[config.mk]
export PLATFORM = sky130hd
export DESIGN_NAME = qau_step
export DESIGN_NICKNAME = d
export VERILOG_FILES = /design/src/rtl/quaternion_arithmetic_unit_core_assert.svh /design/src/rtl/qau_pkg.sv /design/src/rtl/qau_step.sv
export SDC_FILE = /design/constraint.sdc
export NUM_CORES = 1
export LEC_CHECK = 0
export BUFFER_PORTS_ARGS = -buffer_cell sky130_fd_sc_hd__buf_2
export CORE_AREA = 5 5 312 314
export DETAILED_ROUTE_END_ITERATION = 6
export DIE_AREA = 0 0 317 319
export PLACE_DENSITY_LB_ADDON = 0.12
export SYNTH_ARGS = -nofsm -noshare
export SYNTH_HDL_FRONTEND = slang
export SYNTH_SLANG_ARGS = --single-unit
[constraint.sdc]
create_clock -name clk -period 17.3 [get_ports clk]
set_input_delay 1.73 -clock clk [delete_from_list [all_inputs] [get_ports clk]]
set_output_delay 1.73 -clock clk [all_outputs]
set_load 0.005 [all_outputs]
[src/rtl/quaternion_arithmetic_unit_core_assert.svh]
// assertion macros for the quaternion unit
`ifndef QUATERNION_ARITHMETIC_UNIT_CORE_ASSERT_SVH
`define QUATERNION_ARITHMETIC_UNIT_CORE_ASSERT_SVH

// same-cycle implication
`define QAU_ASSERT_HOLDS(label, clk, rst_n, ante, cons) \
    label: assert property (@(posedge clk) disable iff (!rst_n) (ante) |-> (cons)) \
        else $error("quaternion unit check failed");

// next-cycle implication
`define QAU_ASSERT_NEXT(label, clk, rst_n, ante, cons) \
    label: assert property (@(posedge clk) disable iff (!rst_n) (ante) |=> (cons)) \
        else $error("quaternion unit check failed");

`endif

[src/rtl/qau_pkg.sv]
package qau_pkg;

    localparam int Q_W        = 16;
    localparam int FRAC_W     = 12;
    localparam int PRE_W      = 22;
    localparam int PROD_W     = 32;
    localparam int SQ_W       = 31;
    localparam int HS_W       = 34;
    localparam int SUM_W      = 33;
    localparam int ROOT_W     = 17;
    localparam int RN_W       = 33;
    localparam int SQ_TRIAL_W = 35;
    localparam int QUO_W      = 16;
    localparam int INV_SHIFT  = 2 * FRAC_W;
    localparam int REM_W      = Q_W + INV_SHIFT;
    localparam int DIV_TRIAL_W = SUM_W + QUO_W;
    localparam int STEPS      = ROOT_W;

    typedef enum logic [2:0] {
        OP_ADD   = 3'd0,
        OP_SUB   = 3'd1,
        OP_MUL   = 3'd2,
        OP_CONJ  = 3'd3,
        OP_SCALE = 3'd4,
        OP_NORM  = 3'd5,
        OP_INV   = 3'd6,
        OP_NONE  = 3'd7
    } op_t;

    typedef enum logic [1:0] {
        ST_OK       = 2'd0,
        ST_SAT      = 2'd1,
        ST_ZERO_INV = 2'd2
    } status_t;

    // item state through the root / divide stages
    typedef struct packed {
        op_t                         op;
        logic [3:0][PRE_W-1:0]       pre;
        logic [SUM_W-1:0]            s;
        logic [ROOT_W-1:0]           rt;
        logic [RN_W-1:0]             rn;
        logic [3:0][REM_W-1:0]       rem;
        logic [3:0][QUO_W-1:0]       quo;
        logic [3:0]                  ovf;
        logic [3:0]                  neg;
    } pipe_t;

endpackage

[src/rtl/qau_step.sv]
module qau_step
    import qau_pkg::*;
#(
    parameter int BIT = STEPS - 1
)
(
    input  logic  clk,
    input  logic  rst_n,
    input  logic  in_valid,
    output logic  in_ready,
    input  pipe_t in_data,
    output logic  out_valid,
    input  logic  out_ready,
    output pipe_t out_data
);

    logic [SQ_TRIAL_W-1:0]  sq_trial;
    logic [ROOT_W-1:0]      rt_next;
    logic [RN_W-1:0]        rn_next;
    logic [DIV_TRIAL_W-1:0] d_trial;
    logic [3:0][REM_W-1:0]  rem_next;
    logic [3:0][QUO_W-1:0]  quo_next;
    logic [3:0]             ovf_next;
    pipe_t                  nxt;
    logic                   vld_reg;
    pipe_t                  data_reg;

    // one root bit: take it if 2*r*2^b + 4^b still fits in the remainder
    always_comb
    begin
        sq_trial = (SQ_TRIAL_W'(in_data.rt) << (BIT + 1)) + (SQ_TRIAL_W'(1) << (2 * BIT));
        rt_next  = in_data.rt;
        rn_next  = in_data.rn;
        if (SQ_TRIAL_W'(in_data.rn) >= sq_trial)
        begin
            rn_next      = in_data.rn - RN_W'(sq_trial);
            rt_next[BIT] = 1'b1;
        end
    end

    assign d_trial = DIV_TRIAL_W'(in_data.s) << BIT;

    if (BIT >= QUO_W) begin : g_ovf
        // quotient too large for any result: flag and leave remainder
        always_comb
        begin
            rem_next = in_data.rem;
            quo_next = in_data.quo;
            for (int i = 0; i < 4; i++)
            begin
                ovf_next[i] = in_data.ovf[i] || (DIV_TRIAL_W'(in_data.rem[i]) >= d_trial);
            end
        end
    end
    else begin : g_bit
        always_comb
        begin
            rem_next = in_data.rem;
            quo_next = in_data.quo;
            ovf_next = in_data.ovf;
            for (int i = 0; i < 4; i++)
            begin
                if (DIV_TRIAL_W'(in_data.rem[i]) >= d_trial)
                begin
                    rem_next[i]      = in_data.rem[i] - REM_W'(d_trial);
                    quo_next[i][BIT] = 1'b1;
                end
            end
        end
    end

    always_comb
    begin
        nxt     = in_data;
        nxt.rt  = rt_next;
        nxt.rn  = rn_next;
        nxt.rem = rem_next;
        nxt.quo = quo_next;
        nxt.ovf = ovf_next;
    end

    assign in_ready  = !vld_reg || out_ready;
    assign out_valid = vld_reg;
    assign out_data  = data_reg;

    always_ff @(posedge clk or negedge rst_n)
    begin
        if (!rst_n)
        begin
            vld_reg <= 1'b0;
        end
        else if (in_ready)
        begin
            vld_reg <= in_valid;
        end
    end

    always_ff @(posedge clk)
    begin
        if (in_ready && in_valid)
        begin
            data_reg <= nxt;
        end
    end

endmodule

==> results_dict.tcl <==
set metrics [dict create \
    status "complete, no violations" \
    num_io_pins 818 \
    initialDrtViolationCount 410 \
    synth_top_family_by_area "adder cells" \
    insertion_delay_ps 610 \
    maxSlewHeadroom_pct 31.7 \
    dp_hpwl_um 54700 \
    startpoint_type "primary input" \
    synth_xor_area_share_pct 0.555 \
    holdCritPathClass "register to register" \
    avgSynthCellArea_um2 18.0 \
    die_h_um 319 \
    synthTopCellsByCount "edfxtp_1 (406), ha_1 (114), a21oi_1 (51)" \
    h-tree-depth 2 \
    end_kind "register" \
    dp_cells 2961 \
    worst_pin_slew_ps 1020 \
    ys_ff_latch 407 \
    critPathRequiredTime_ps 17520 \
    maxCapViolations 0 \
    rsz0062_at_grt "false" \
    synth-compound-area-share_pct 4.90 \
    portBuffers 817 \
    synth-edff-count 406 \
    overflow 0 \
    wl_per_cell_um 21.6 \
    cts_hold_buf 0 \
    first_global_vias 12100 \
    synth_fa_ha_area_share_pct 9.17 \
    clock_skew_ps 26.9 \
    grt_max_degree 78 \
    coreArea_mm2 0.0943 \
    drtPass1Iterations 4 \
    remaining_drc_errors 0 \
    reg2reg_slack_ps 13250 \
    synth_cells 877 \
    die-area_mm2 0.101 \
    via_per_inst 3.64 \
    drive_above_1_share_pct 50.9 \
    hp-start "out_valid" \
    yosysUniqueCellTypes 48 \
    crit_fanout 72 \
    post-cts-setup-buffers 0 \
    maxSlewViolCount 0 \
    path_class "primary input to register" \
    cts_tree "yes" \
    synth_top_area_share_pct 77.3 \
    antenna_found_initial 22 \
    vias 11200 \
    synthArstFlopShare_pct 0.246 \
    yosysMostFrequentCell "edfxtp_1" \
    clk_pin_slew_ps 50 \
    arrival_ps 5130 \
    max_freq_mhz 204 \
    power_leakage_nw 9.77 \
    r2r-start "out_valid" \
    synth_mux_area_share_pct 1.29 \
    ys.flop_type "edfxtp_1" \
    syn-cell-area_mm2 0.0158 \
    cts_buffers 53 \
    yosysWarnings 0 \
    fin_cells 3071 \
    grt_pass1_wl_um 90000 \
    postRouteAntennaNets 0 \
    grt_use_total_pct 12.4 \
    min_period_over_period_pct 28.4 \
    post-synth-top-area-cell "edfxtp_1" \
    fin_crit_ps 4910 \
    startpoint "out_ready" \
    synthSimpleGateAreaFrac_pct 5.20 \
    ir_worst_vdd_mv 0.0773 \
    syn_nets 1402 \
    areaGrowthSynthToFinish_pct 46.3 \
    wirelength_um 66300 \
    globalplace.congestion 0.761 \
    yosys-top-cells-area "edfxtp_1 (77%), ha_1 (9.0%), a21oi_1 (1.6%)" \
    p_per_area_mw_per_mm2 106 \
    nets 2276 \
    cts_num_sinks 407 \
    root_buffer "clkbuf_16" \
    setup_viol 0 \
    die_w_um 317 \
    clockBufferDepth 3 \
    finalHoldViolCount 0 \
    ys_seq_area_share_pct 77.5 \
    post_cts_resized 0 \
    num_rows 113 \
    start_util_pct 16.7 \
    setup-tns-final_ps 0 \
]
-- worst paths after layout --
check | end | cells past startpoint
worst max-delay path | out_data[35] | 6
worst min-delay path | out_valid | 2
worst max register to register | out_data[35] | 5
worst min register to register | out_valid | 2
max in group asynchronous | out_valid | 1
min in group asynchronous | out_valid | 1
-- sequential cells by signal, summed over array words and instances (netlist names) --
name	cells
out_valid	1
out_data	406
-- cell families after synthesis --
group	Yosys count
DFF	407
and+or+nand+nor	150
AOI/OAI and AO/OA	127
adders and majority gates	115
buffers and inverters	52
muxes	16
xor gates and xnor gates	10
-- stage by stage --
step | hold WS (ps) | setup slack [ps] | instance area (um2) | utilization (%) | total power [mW]
2_1_floorplan | 537 | 5390 | 15800 | - | 1.31
3_3_place_gp | 538 | 11750 | 21500 | 22.7 | 1.45
3_5_place_dp | 523 | 11680 | 21500 | 22.7 | 1.45
4_1_cts | 540 | 12370 | 23000 | 24.4 | 2.51
5_1_grt | 582 | 12150 | 23100 | 24.4 | 2.57
6_report | 532 | 12390 | 23100 | 24.5 | 2.44
-- layer usage --
metal | track usage, % | share of wire (%)
met3 | 4.27 | 9.2
met5 | 0 | 0.068
met2 | 22.4 | 52
met4 | 4.64 | 2.9
met1 | 13.2 | 36
-- report_power, final --
| part | switching (mW) | total [mW] | leakage (nW) | internal, mW |
|---|---|---|---|---|
| Combinational | 0.145 | 0.252 | 5.12 | 0.106 |
| Clock | 0.433 | 1.02 | 0.773 | 0.590 |
| Sequential | 0.0139 | 1.17 | 3.88 | 1.15 |
| Total | 0.592 | 2.44 | 9.77 | 1.85 |
-- worst max-delay path, cell delays in order --
cell and delay [ps]:
buf_2 70, nand2b_1 130, and2_4 550, buf_4 840, buf_4 820, buf_4 790
-- cells in the final DEF (no fill, tap or decap), types with 3 or more instances in the layout --
cell type / n
a21oi_1: 51
clkbuf_1: 14
inv_6: 3
mux2_2: 7
clkinv_4: 3
a311oi_1: 3
and4_1: 3
nor3_1: 9
a31oi_1: 3
clkbuf_16: 53
nor4b_1: 5
edfxtp_1: 406
o211ai_1: 4
nor4_1: 15
buf_4: 7
nor2b_1: 7
buf_2: 817
nand3_1: 9
nand2b_1: 10
or4_1: 6
nor2_1: 28
xnor2_1: 5
nand4_1: 21
diode_2: 14
clkinv_2: 7
mux2_4: 7
a21o_1: 28
nand2_1: 26
ha_1: 114
clkinv_1: 14
o21ai_0: 28
inv_1: 47
xor2_1: 5
-- layout make-up --
class / instances / area [um2]
Fill cell: 10100 / 71200
Inverter: 47 / 176
Timing Repair Buffer: 824 / 4140
Tap cell: 1265 / 1580
Antenna cell: 14 / 35.0
Clock buffer: 67 / 1380
Multi-Input combinational cell: 418 / 3330
Sequential cell: 407 / 12200
Clock inverter: 29 / 200
(Power assumes the default switching activity.)
