### src/rtl/quaternion_arithmetic_unit_core_assert.svh
// assertion macros for the quaternion unit
`ifndef QUATERNION_ARITHMETIC_UNIT_CORE_ASSERT_SVH
`define QUATERNION_ARITHMETIC_UNIT_CORE_ASSERT_SVH

// same-cycle implication
`define QAU_ASSERT_HOLDS(label, clk, rst_n, ante, cons) \
    label: assert property (@(posedge clk) disable iff (!rst_n) (ante) |-> (cons)) \
        else $error("quaternion unit check failed");

// next-cycle implication
`define QAU_ASSERT_NEXT(label, clk, rst_n, ante, cons) \
    label: assert property (@(posedge clk) disable iff (!rst_n) (ante) |=> (cons)) \
        else $error("quaternion unit check failed");

`endif

### src/rtl/qau_pkg.sv
package qau_pkg;

    localparam int Q_W        = 16;
    localparam int FRAC_W     = 12;
    localparam int PRE_W      = 22;
    localparam int PROD_W     = 32;
    localparam int SQ_W       = 31;
    localparam int HS_W       = 34;
    localparam int SUM_W      = 33;
    localparam int ROOT_W     = 17;
    localparam int RN_W       = 33;
    localparam int SQ_TRIAL_W = 35;
    localparam int QUO_W      = 16;
    localparam int INV_SHIFT  = 2 * FRAC_W;
    localparam int REM_W      = Q_W + INV_SHIFT;
    localparam int DIV_TRIAL_W = SUM_W + QUO_W;
    localparam int STEPS      = ROOT_W;

    typedef enum logic [2:0] {
        OP_ADD   = 3'd0,
        OP_SUB   = 3'd1,
        OP_MUL   = 3'd2,
        OP_CONJ  = 3'd3,
        OP_SCALE = 3'd4,
        OP_NORM  = 3'd5,
        OP_INV   = 3'd6,
        OP_NONE  = 3'd7
    } op_t;

    typedef enum logic [1:0] {
        ST_OK       = 2'd0,
        ST_SAT      = 2'd1,
        ST_ZERO_INV = 2'd2
    } status_t;

    // item state through the root / divide stages
    typedef struct packed {
        op_t                         op;
        logic [3:0][PRE_W-1:0]       pre;
        logic [SUM_W-1:0]            s;
        logic [ROOT_W-1:0]           rt;
        logic [RN_W-1:0]             rn;
        logic [3:0][REM_W-1:0]       rem;
        logic [3:0][QUO_W-1:0]       quo;
        logic [3:0]                  ovf;
        logic [3:0]                  neg;
    } pipe_t;

endpackage

### src/rtl/qau_out_if.sv
interface qau_out_if;
    logic              valid;
    logic              ready;
    logic signed [15:0] result_w;
    logic signed [15:0] result_x;
    logic signed [15:0] result_y;
    logic signed [15:0] result_z;
    logic [1:0]        status;

    modport source (
        output valid, result_w, result_x, result_y, result_z, status,
        input  ready
    );
    modport sink (
        input  valid, result_w, result_x, result_y, result_z, status,
        output ready
    );
endinterface

### src/rtl/qau_back.sv
module qau_back
    import qau_pkg::*;
(
    input  logic       clk,
    input  logic       rst_n,
    input  logic       in_valid,
    output logic       in_ready,
    input  pipe_t      in_data,
    qau_out_if.source  rsp
);

    localparam logic signed [PRE_W-1:0] Q_MAX = PRE_W'(32767);
    localparam logic signed [PRE_W-1:0] Q_MIN = PRE_W'(-32768);
    localparam logic signed [PRE_W-1:0] BIG   = PRE_W'(1) << (QUO_W + 1);

    logic [ROOT_W:0]         root_rnd;
    logic signed [PRE_W-1:0] val [4];
    logic [Q_W-1:0]          res [4];
    logic [3:0]              sat;
    logic                    zero_inv;
    status_t                 st;
    logic                    vld_reg;

    always_comb
    begin
        root_rnd = (in_data.rn > RN_W'(in_data.rt)) ? ({1'b0, in_data.rt} + 1'b1)
                                                    : {1'b0, in_data.rt};
        zero_inv = 1'b0;
        for (int i = 0; i < 4; i++)
        begin
            val[i] = '0;
        end
        unique case (in_data.op)
            OP_ADD, OP_SUB, OP_MUL, OP_CONJ, OP_SCALE:
            begin
                for (int i = 0; i < 4; i++)
                begin
                    val[i] = $signed(in_data.pre[i]);
                end
            end
            OP_NORM:
            begin
                val[0] = PRE_W'(root_rnd);
            end
            OP_INV:
            begin
                if (in_data.s == '0)
                begin
                    zero_inv = 1'b1;
                end
                else
                begin
                    for (int i = 0; i < 4; i++)
                    begin
                        if (in_data.ovf[i])
                        begin
                            val[i] = in_data.neg[i] ? -BIG : BIG;
                        end
                        else
                        begin
                            val[i] = in_data.neg[i] ? -PRE_W'(in_data.quo[i])
                                                    : PRE_W'(in_data.quo[i]);
                        end
                    end
                end
            end
            OP_NONE:
            begin
                zero_inv = 1'b0;
            end
        endcase
        for (int i = 0; i < 4; i++)
        begin
            sat[i] = (val[i] > Q_MAX) || (val[i] < Q_MIN);
            if (val[i] > Q_MAX)
            begin
                res[i] = Q_W'(Q_MAX);
            end
            else if (val[i] < Q_MIN)
            begin
                res[i] = Q_W'(Q_MIN);
            end
            else
            begin
                res[i] = val[i][Q_W-1:0];
            end
        end
        if (zero_inv)
        begin
            st = ST_ZERO_INV;
        end
        else if (|sat)
        begin
            st = ST_SAT;
        end
        else
        begin
            st = ST_OK;
        end
    end

    assign in_ready  = !vld_reg || rsp.ready;
    assign rsp.valid = vld_reg;

    always_ff @(posedge clk or negedge rst_n)
    begin
        if (!rst_n)
        begin
            vld_reg <= 1'b0;
        end
        else if (in_ready)
        begin
            vld_reg <= in_valid;
        end
    end

    always_ff @(posedge clk)
    begin
        if (in_ready && in_valid)
        begin
            rsp.result_w <= res[0];
            rsp.result_x <= res[1];
            rsp.result_y <= res[2];
            rsp.result_z <= res[3];
            rsp.status   <= st;
        end
    end

endmodule

### src/flat_wrapper.sv
// flat-port wrapper written by rule: the top's interface ports become plain ports
module qau_back_flat import qau_pkg::*;
  (clk, rst_n, in_valid, in_ready, in_data, rsp_valid, rsp_result_w, rsp_result_x, rsp_result_y, rsp_result_z, rsp_status, rsp_ready);
  qau_out_if rsp_i ();
  input  logic clk;
  input  logic rst_n;
  input  logic in_valid;
  output logic in_ready;
  input  pipe_t in_data;
  output wire logic [$bits(rsp_i.valid)-1:0] rsp_valid;
  output wire logic [$bits(rsp_i.result_w)-1:0] rsp_result_w;
  output wire logic [$bits(rsp_i.result_x)-1:0] rsp_result_x;
  output wire logic [$bits(rsp_i.result_y)-1:0] rsp_result_y;
  output wire logic [$bits(rsp_i.result_z)-1:0] rsp_result_z;
  output wire logic [$bits(rsp_i.status)-1:0] rsp_status;
  input wire logic [$bits(rsp_i.ready)-1:0] rsp_ready;
  assign rsp_valid = rsp_i.valid;
  assign rsp_result_w = rsp_i.result_w;
  assign rsp_result_x = rsp_i.result_x;
  assign rsp_result_y = rsp_i.result_y;
  assign rsp_result_z = rsp_i.result_z;
  assign rsp_status = rsp_i.status;
  assign rsp_i.ready = rsp_ready;
  qau_back u_core (.clk(clk), .rst_n(rst_n), .in_valid(in_valid), .in_ready(in_ready), .in_data(in_data), .rsp(rsp_i));
endmodule
### config.mk
export PLATFORM = sky130hd
export DESIGN_NAME = qau_back_flat
export DESIGN_NICKNAME = d
export VERILOG_FILES = /design/src/rtl/quaternion_arithmetic_unit_core_assert.svh /design/src/rtl/qau_pkg.sv /design/src/rtl/qau_out_if.sv /design/src/rtl/qau_back.sv /design/src/flat_wrapper.sv
export SDC_FILE = /design/constraint.sdc
export NUM_CORES = 1
export LEC_CHECK = 0
export BUFFER_PORTS_ARGS = -buffer_cell sky130_fd_sc_hd__buf_2
export CAP_MARGIN = 20
export CORE_AREA = 2 2 185 187
export DETAILED_ROUTE_END_ITERATION = 16
export DIE_AREA = 0 0 187 189
export PLACE_DENSITY = 0.54
export SYNTH_ARGS = -nofsm -noshare
export SYNTH_HDL_FRONTEND = slang
export SYNTH_SLANG_ARGS = --single-unit
### constraint.sdc
create_clock -name clk -period 4.55 [get_ports clk]
set_clock_uncertainty 0.05 [all_clocks]
set_input_delay 0.2275 -clock clk [delete_from_list [all_inputs] [get_ports clk]]
set_output_delay 0.2275 -clock clk [all_outputs]
set_load 0.02 [all_outputs]
==> flow_metrics.env <==
export IMPL_outcome="finished clean"
export IMPL_synth_top_cell_by_area="edfxtp_1"
export IMPL_grt_overflow_total=0
export IMPL_vias=6647
export IMPL_synth_area_leaders="edfxtp_1 (34%), xnor2_1 (9.9%), o21ai_0 (6.5%)"
export IMPL_slew_violations=0
export IMPL_busiest_layer="met2"
export IMPL_fin_tns_setup_ns=0
export IMPL_io_pins=478
export IMPL_fin_cells=1430
export IMPL_maxSlewHeadroom=0.353
export IMPL_drc=0
export IMPL_n_fill_cell=3666
export IMPL_synthFlopType="edfxtp_1"
export IMPL_grt_pass1_vias=6587
export IMPL_clock_sinks=67
export IMPL_routed_wl_um=25100
export IMPL_syn_inst=663
export IMPL_synth_top_area_share=0.338
export IMPL_setup_ws_ns=0.969
export IMPL_hold_viol=0
export IMPL_synthArstFlopShare=0.0149
export IMPL_regToRegEndpoint="u_core.rsp.result_w[13]$_SDFFCE_PN1P_"
export IMPL_synth_cell_type_count=62
export IMPL_cts_root_buffer_cell="clkbuf_16"
export IMPL_ys_seq_area_frac=0.343
export IMPL_synth_fp_nets=1095
export IMPL_period_share=0.787
export IMPL_final_cell_mix="buf_2 (317), o21ai_0 (76), xnor2_1 (66), edfxtp_1 (66), nand2_1 (55)"
export IMPL_finalPower_mw=2.16
export IMPL_routedWlPerCell_um=17.5
export IMPL_area_growth_pct=42.8
export IMPL_die_w_um=187
export IMPL_synth_seq_cells=67
export IMPL_critPathArrivalTime_ns=3.58
export IMPL_syn_avg_cell_area_um2=8.83
export IMPL_crit_path_start_kind="input port"
export IMPL_hold_class="input port to flop"
export IMPL_gr_usage_met2=0.245
export IMPL_worstMarginPinSlew_ns=0.970
export IMPL_critPathKind="input port to flop"
export IMPL_core_mm2=0.0333
export IMPL_finalSetupViolCount=0
export IMPL_final_layout_size_suffix_gt1_frac=0.387
export IMPL_grt_pass1_wl_um=37400
export IMPL_cts_buffer_depth=2
export IMPL_grt_max_degree=67
export IMPL_cts_resized=0
export IMPL_gr_usage_all_layers=0.136
export IMPL_htreeDepth=3
export IMPL_grt_use_met3=0.0274
export IMPL_synth_edff_count=66
export IMPL_critPathLaunch="in_data[281]"
export IMPL_p_per_area_mw_per_mm2=259
export IMPL_clk_pin_slew_ns=0.06
export IMPL_period_needed_ns=3.58
export IMPL_rows=67
export IMPL_die_area_mm2=0.0353
export IMPL_critPathCaptureType="flop"
export IMPL_setup_worst_path_end="u_core.rsp.result_w[11]$_SDFFCE_PN1P_"
export IMPL_cts_tree="done"
export IMPL_antenna_found_initial=2
export IMPL_multiInputGateArea_mm2=0.00362
export IMPL_r2r_start="u_core.rsp.valid$_DFFE_PN0N_"
export IMPL_path_max_fanout=16
export IMPL_cp_required_ns=4.55
export IMPL_layout_commonest_cell="buf_2"
export IMPL_yosys_warnings=0
export IMPL_hpwl_um=20400
export IMPL_dp_cells=1411
export IMPL_grt_setup_unrepaired="no"
export IMPL_cap_violations=0
export IMPL_die_h_um=189
export IMPL_initial_core_util=0.176
export IMPL_cts_made_buffers=9
export IMPL_syn_area_mm2=0.00586
export IMPL_fin_nets=1407
export IMPL_drt_iter0_drc=407
export IMPL_reg2reg_slack_ns=2.80
export IMPL_p_leak_nw=3.31
export IMPL_max_freq_ghz=0.279
export IMPL_drt_pre_antenna_iters=5
export IMPL_routabilityCongestion=0.844
export IMPL_regArea_mm2=0.00201
export IMPL_io_buffers=317
export IMPL_drtAntennaViolNets=0
export IMPL_irDropWorstVdd_uv=134
export IMPL_clk_latency_ns=0.33
export IMPL_worst_r2r_cell_count=2
export IMPL_via_per_inst=4.65
export IMPL_met1_usage=0.166
export IMPL_pre_cts_ws_ns=0.696
## power breakdown
group / internal [mW] / switching, mW
sequential: 0.742 / 0.0113
combinational: 0.246 / 0.360
clock: 0.497 / 0.307
## cell type report
| class | count | area share |
|---|---|---|
| multi-input combinational | 530 | 0.433 |
| sequential | 67 | 0.240 |
| clock buffer | 10 | 0.0286 |
| tap | 448 | 0.0670 |
| clock inverter | 6 | 0.0105 |
| timing repair buffer | 335 | 0.206 |
| inverter | 32 | 0.0144 |
| antenna | 2 | 0.000599 |
## state kept, by name (all words and copies together), names as in the netlist
register / count
u_core.rsp.result_w: 16
u_core.rsp.result_y: 16
u_core.rsp.result_z: 16
u_core.rsp.valid: 1
u_core.rsp.status: 2
u_core.rsp.result_x: 16
## critical path, cell delays in order
cell	delay, ns
buf_2	0.11
inv_1	0.07
ha_1	0.32
nand4_1	0.15
or4_1	0.63
a31o_2	0.29
a31oi_2	0.44
a21oi_1	0.14
nor3_1	0.52
a31o_2	0.49
o21ai_0	0.20
## how the worst min path moves through the flow
stage	start	to	depth (start not counted)
after detailed placement	rst_n	u_core.rsp.valid$_DFFE_PN0N_	1
after CTS	in_valid	u_core.rsp.valid$_DFFE_PN0N_	2
after floorplan	rst_n	u_core.rsp.valid$_DFFE_PN0N_	0
after global routing	in_valid	u_core.rsp.valid$_DFFE_PN0N_	2
after global placement	rst_n	u_core.rsp.valid$_DFFE_PN0N_	1
final	in_valid	u_core.rsp.valid$_DFFE_PN0N_	2
## cell families (layout without fill, tap and decap cells)
group,Yosys count,after routing,share of synthesized area
AOI/OAI and AO/OA,230,230,0.265
xor gates and xnor gates,71,71,0.106
adders and majority gates,22,22,0.0470
buffers and inverters,66,383,0.0438
DFF,67,67,0.343
muxes,3,3,0.00534
other,0,2,0
and+or+nand+nor,204,204,0.190
## metal layers
metal | vias up | share of wire
met5 | - | 0
met4 | 0 | 0.0071
met3 | 7 | 0.070
met2 | 282 | 0.50
met1 | 3147 | 0.42
li1 | 3211 | -
## cells in the mapped netlist (all sizes together) (2+ instances only)
cell    count
ha         22
o21ai      87
o31a        2
mux2i       2
a22o        5
xnor2      66
a222oi     15
nor4       22
edfxtp     66
nand3b      2
nor3        9
or3b        2
nand2b     10
clkbuf     32
nor2       24
nand3      19
buf         2
a21oi      25
nand2      56
a31oi       8
a22oi      41
or4        14
or3         6
nor2b       4
or2         6
o31ai      15
xor2        5
a311oi      2
o311ai      2
inv        32
nand4      12
and4        5
and2        5
o41ai      11
a32oi       5
a31o        2
and3        6
## through the flow
| stage | instance area (um2) | utilization | hold slack, ns |
|---|---|---|---|
| global route | 8360 | 0.251 | 0.0392 |
| global placement | 8020 | 0.241 | -0.0476 |
| floorplan | 5860 | - | -0.118 |
| detailed placement | 8020 | 0.241 | -0.0470 |
| finish | 8360 | 0.251 | 0.0465 |
| CTS | 8360 | 0.251 | 0.0309 |
## what timing repair did
action / CTS / global route
buffers inserted: 0 / 0
setup endpoints to repair: 0 / 0
hold buffers: 1 / 0
endpoints found under the hold margin: 1 / 0
No activity file was read; power rests on OpenSTA's default activity.
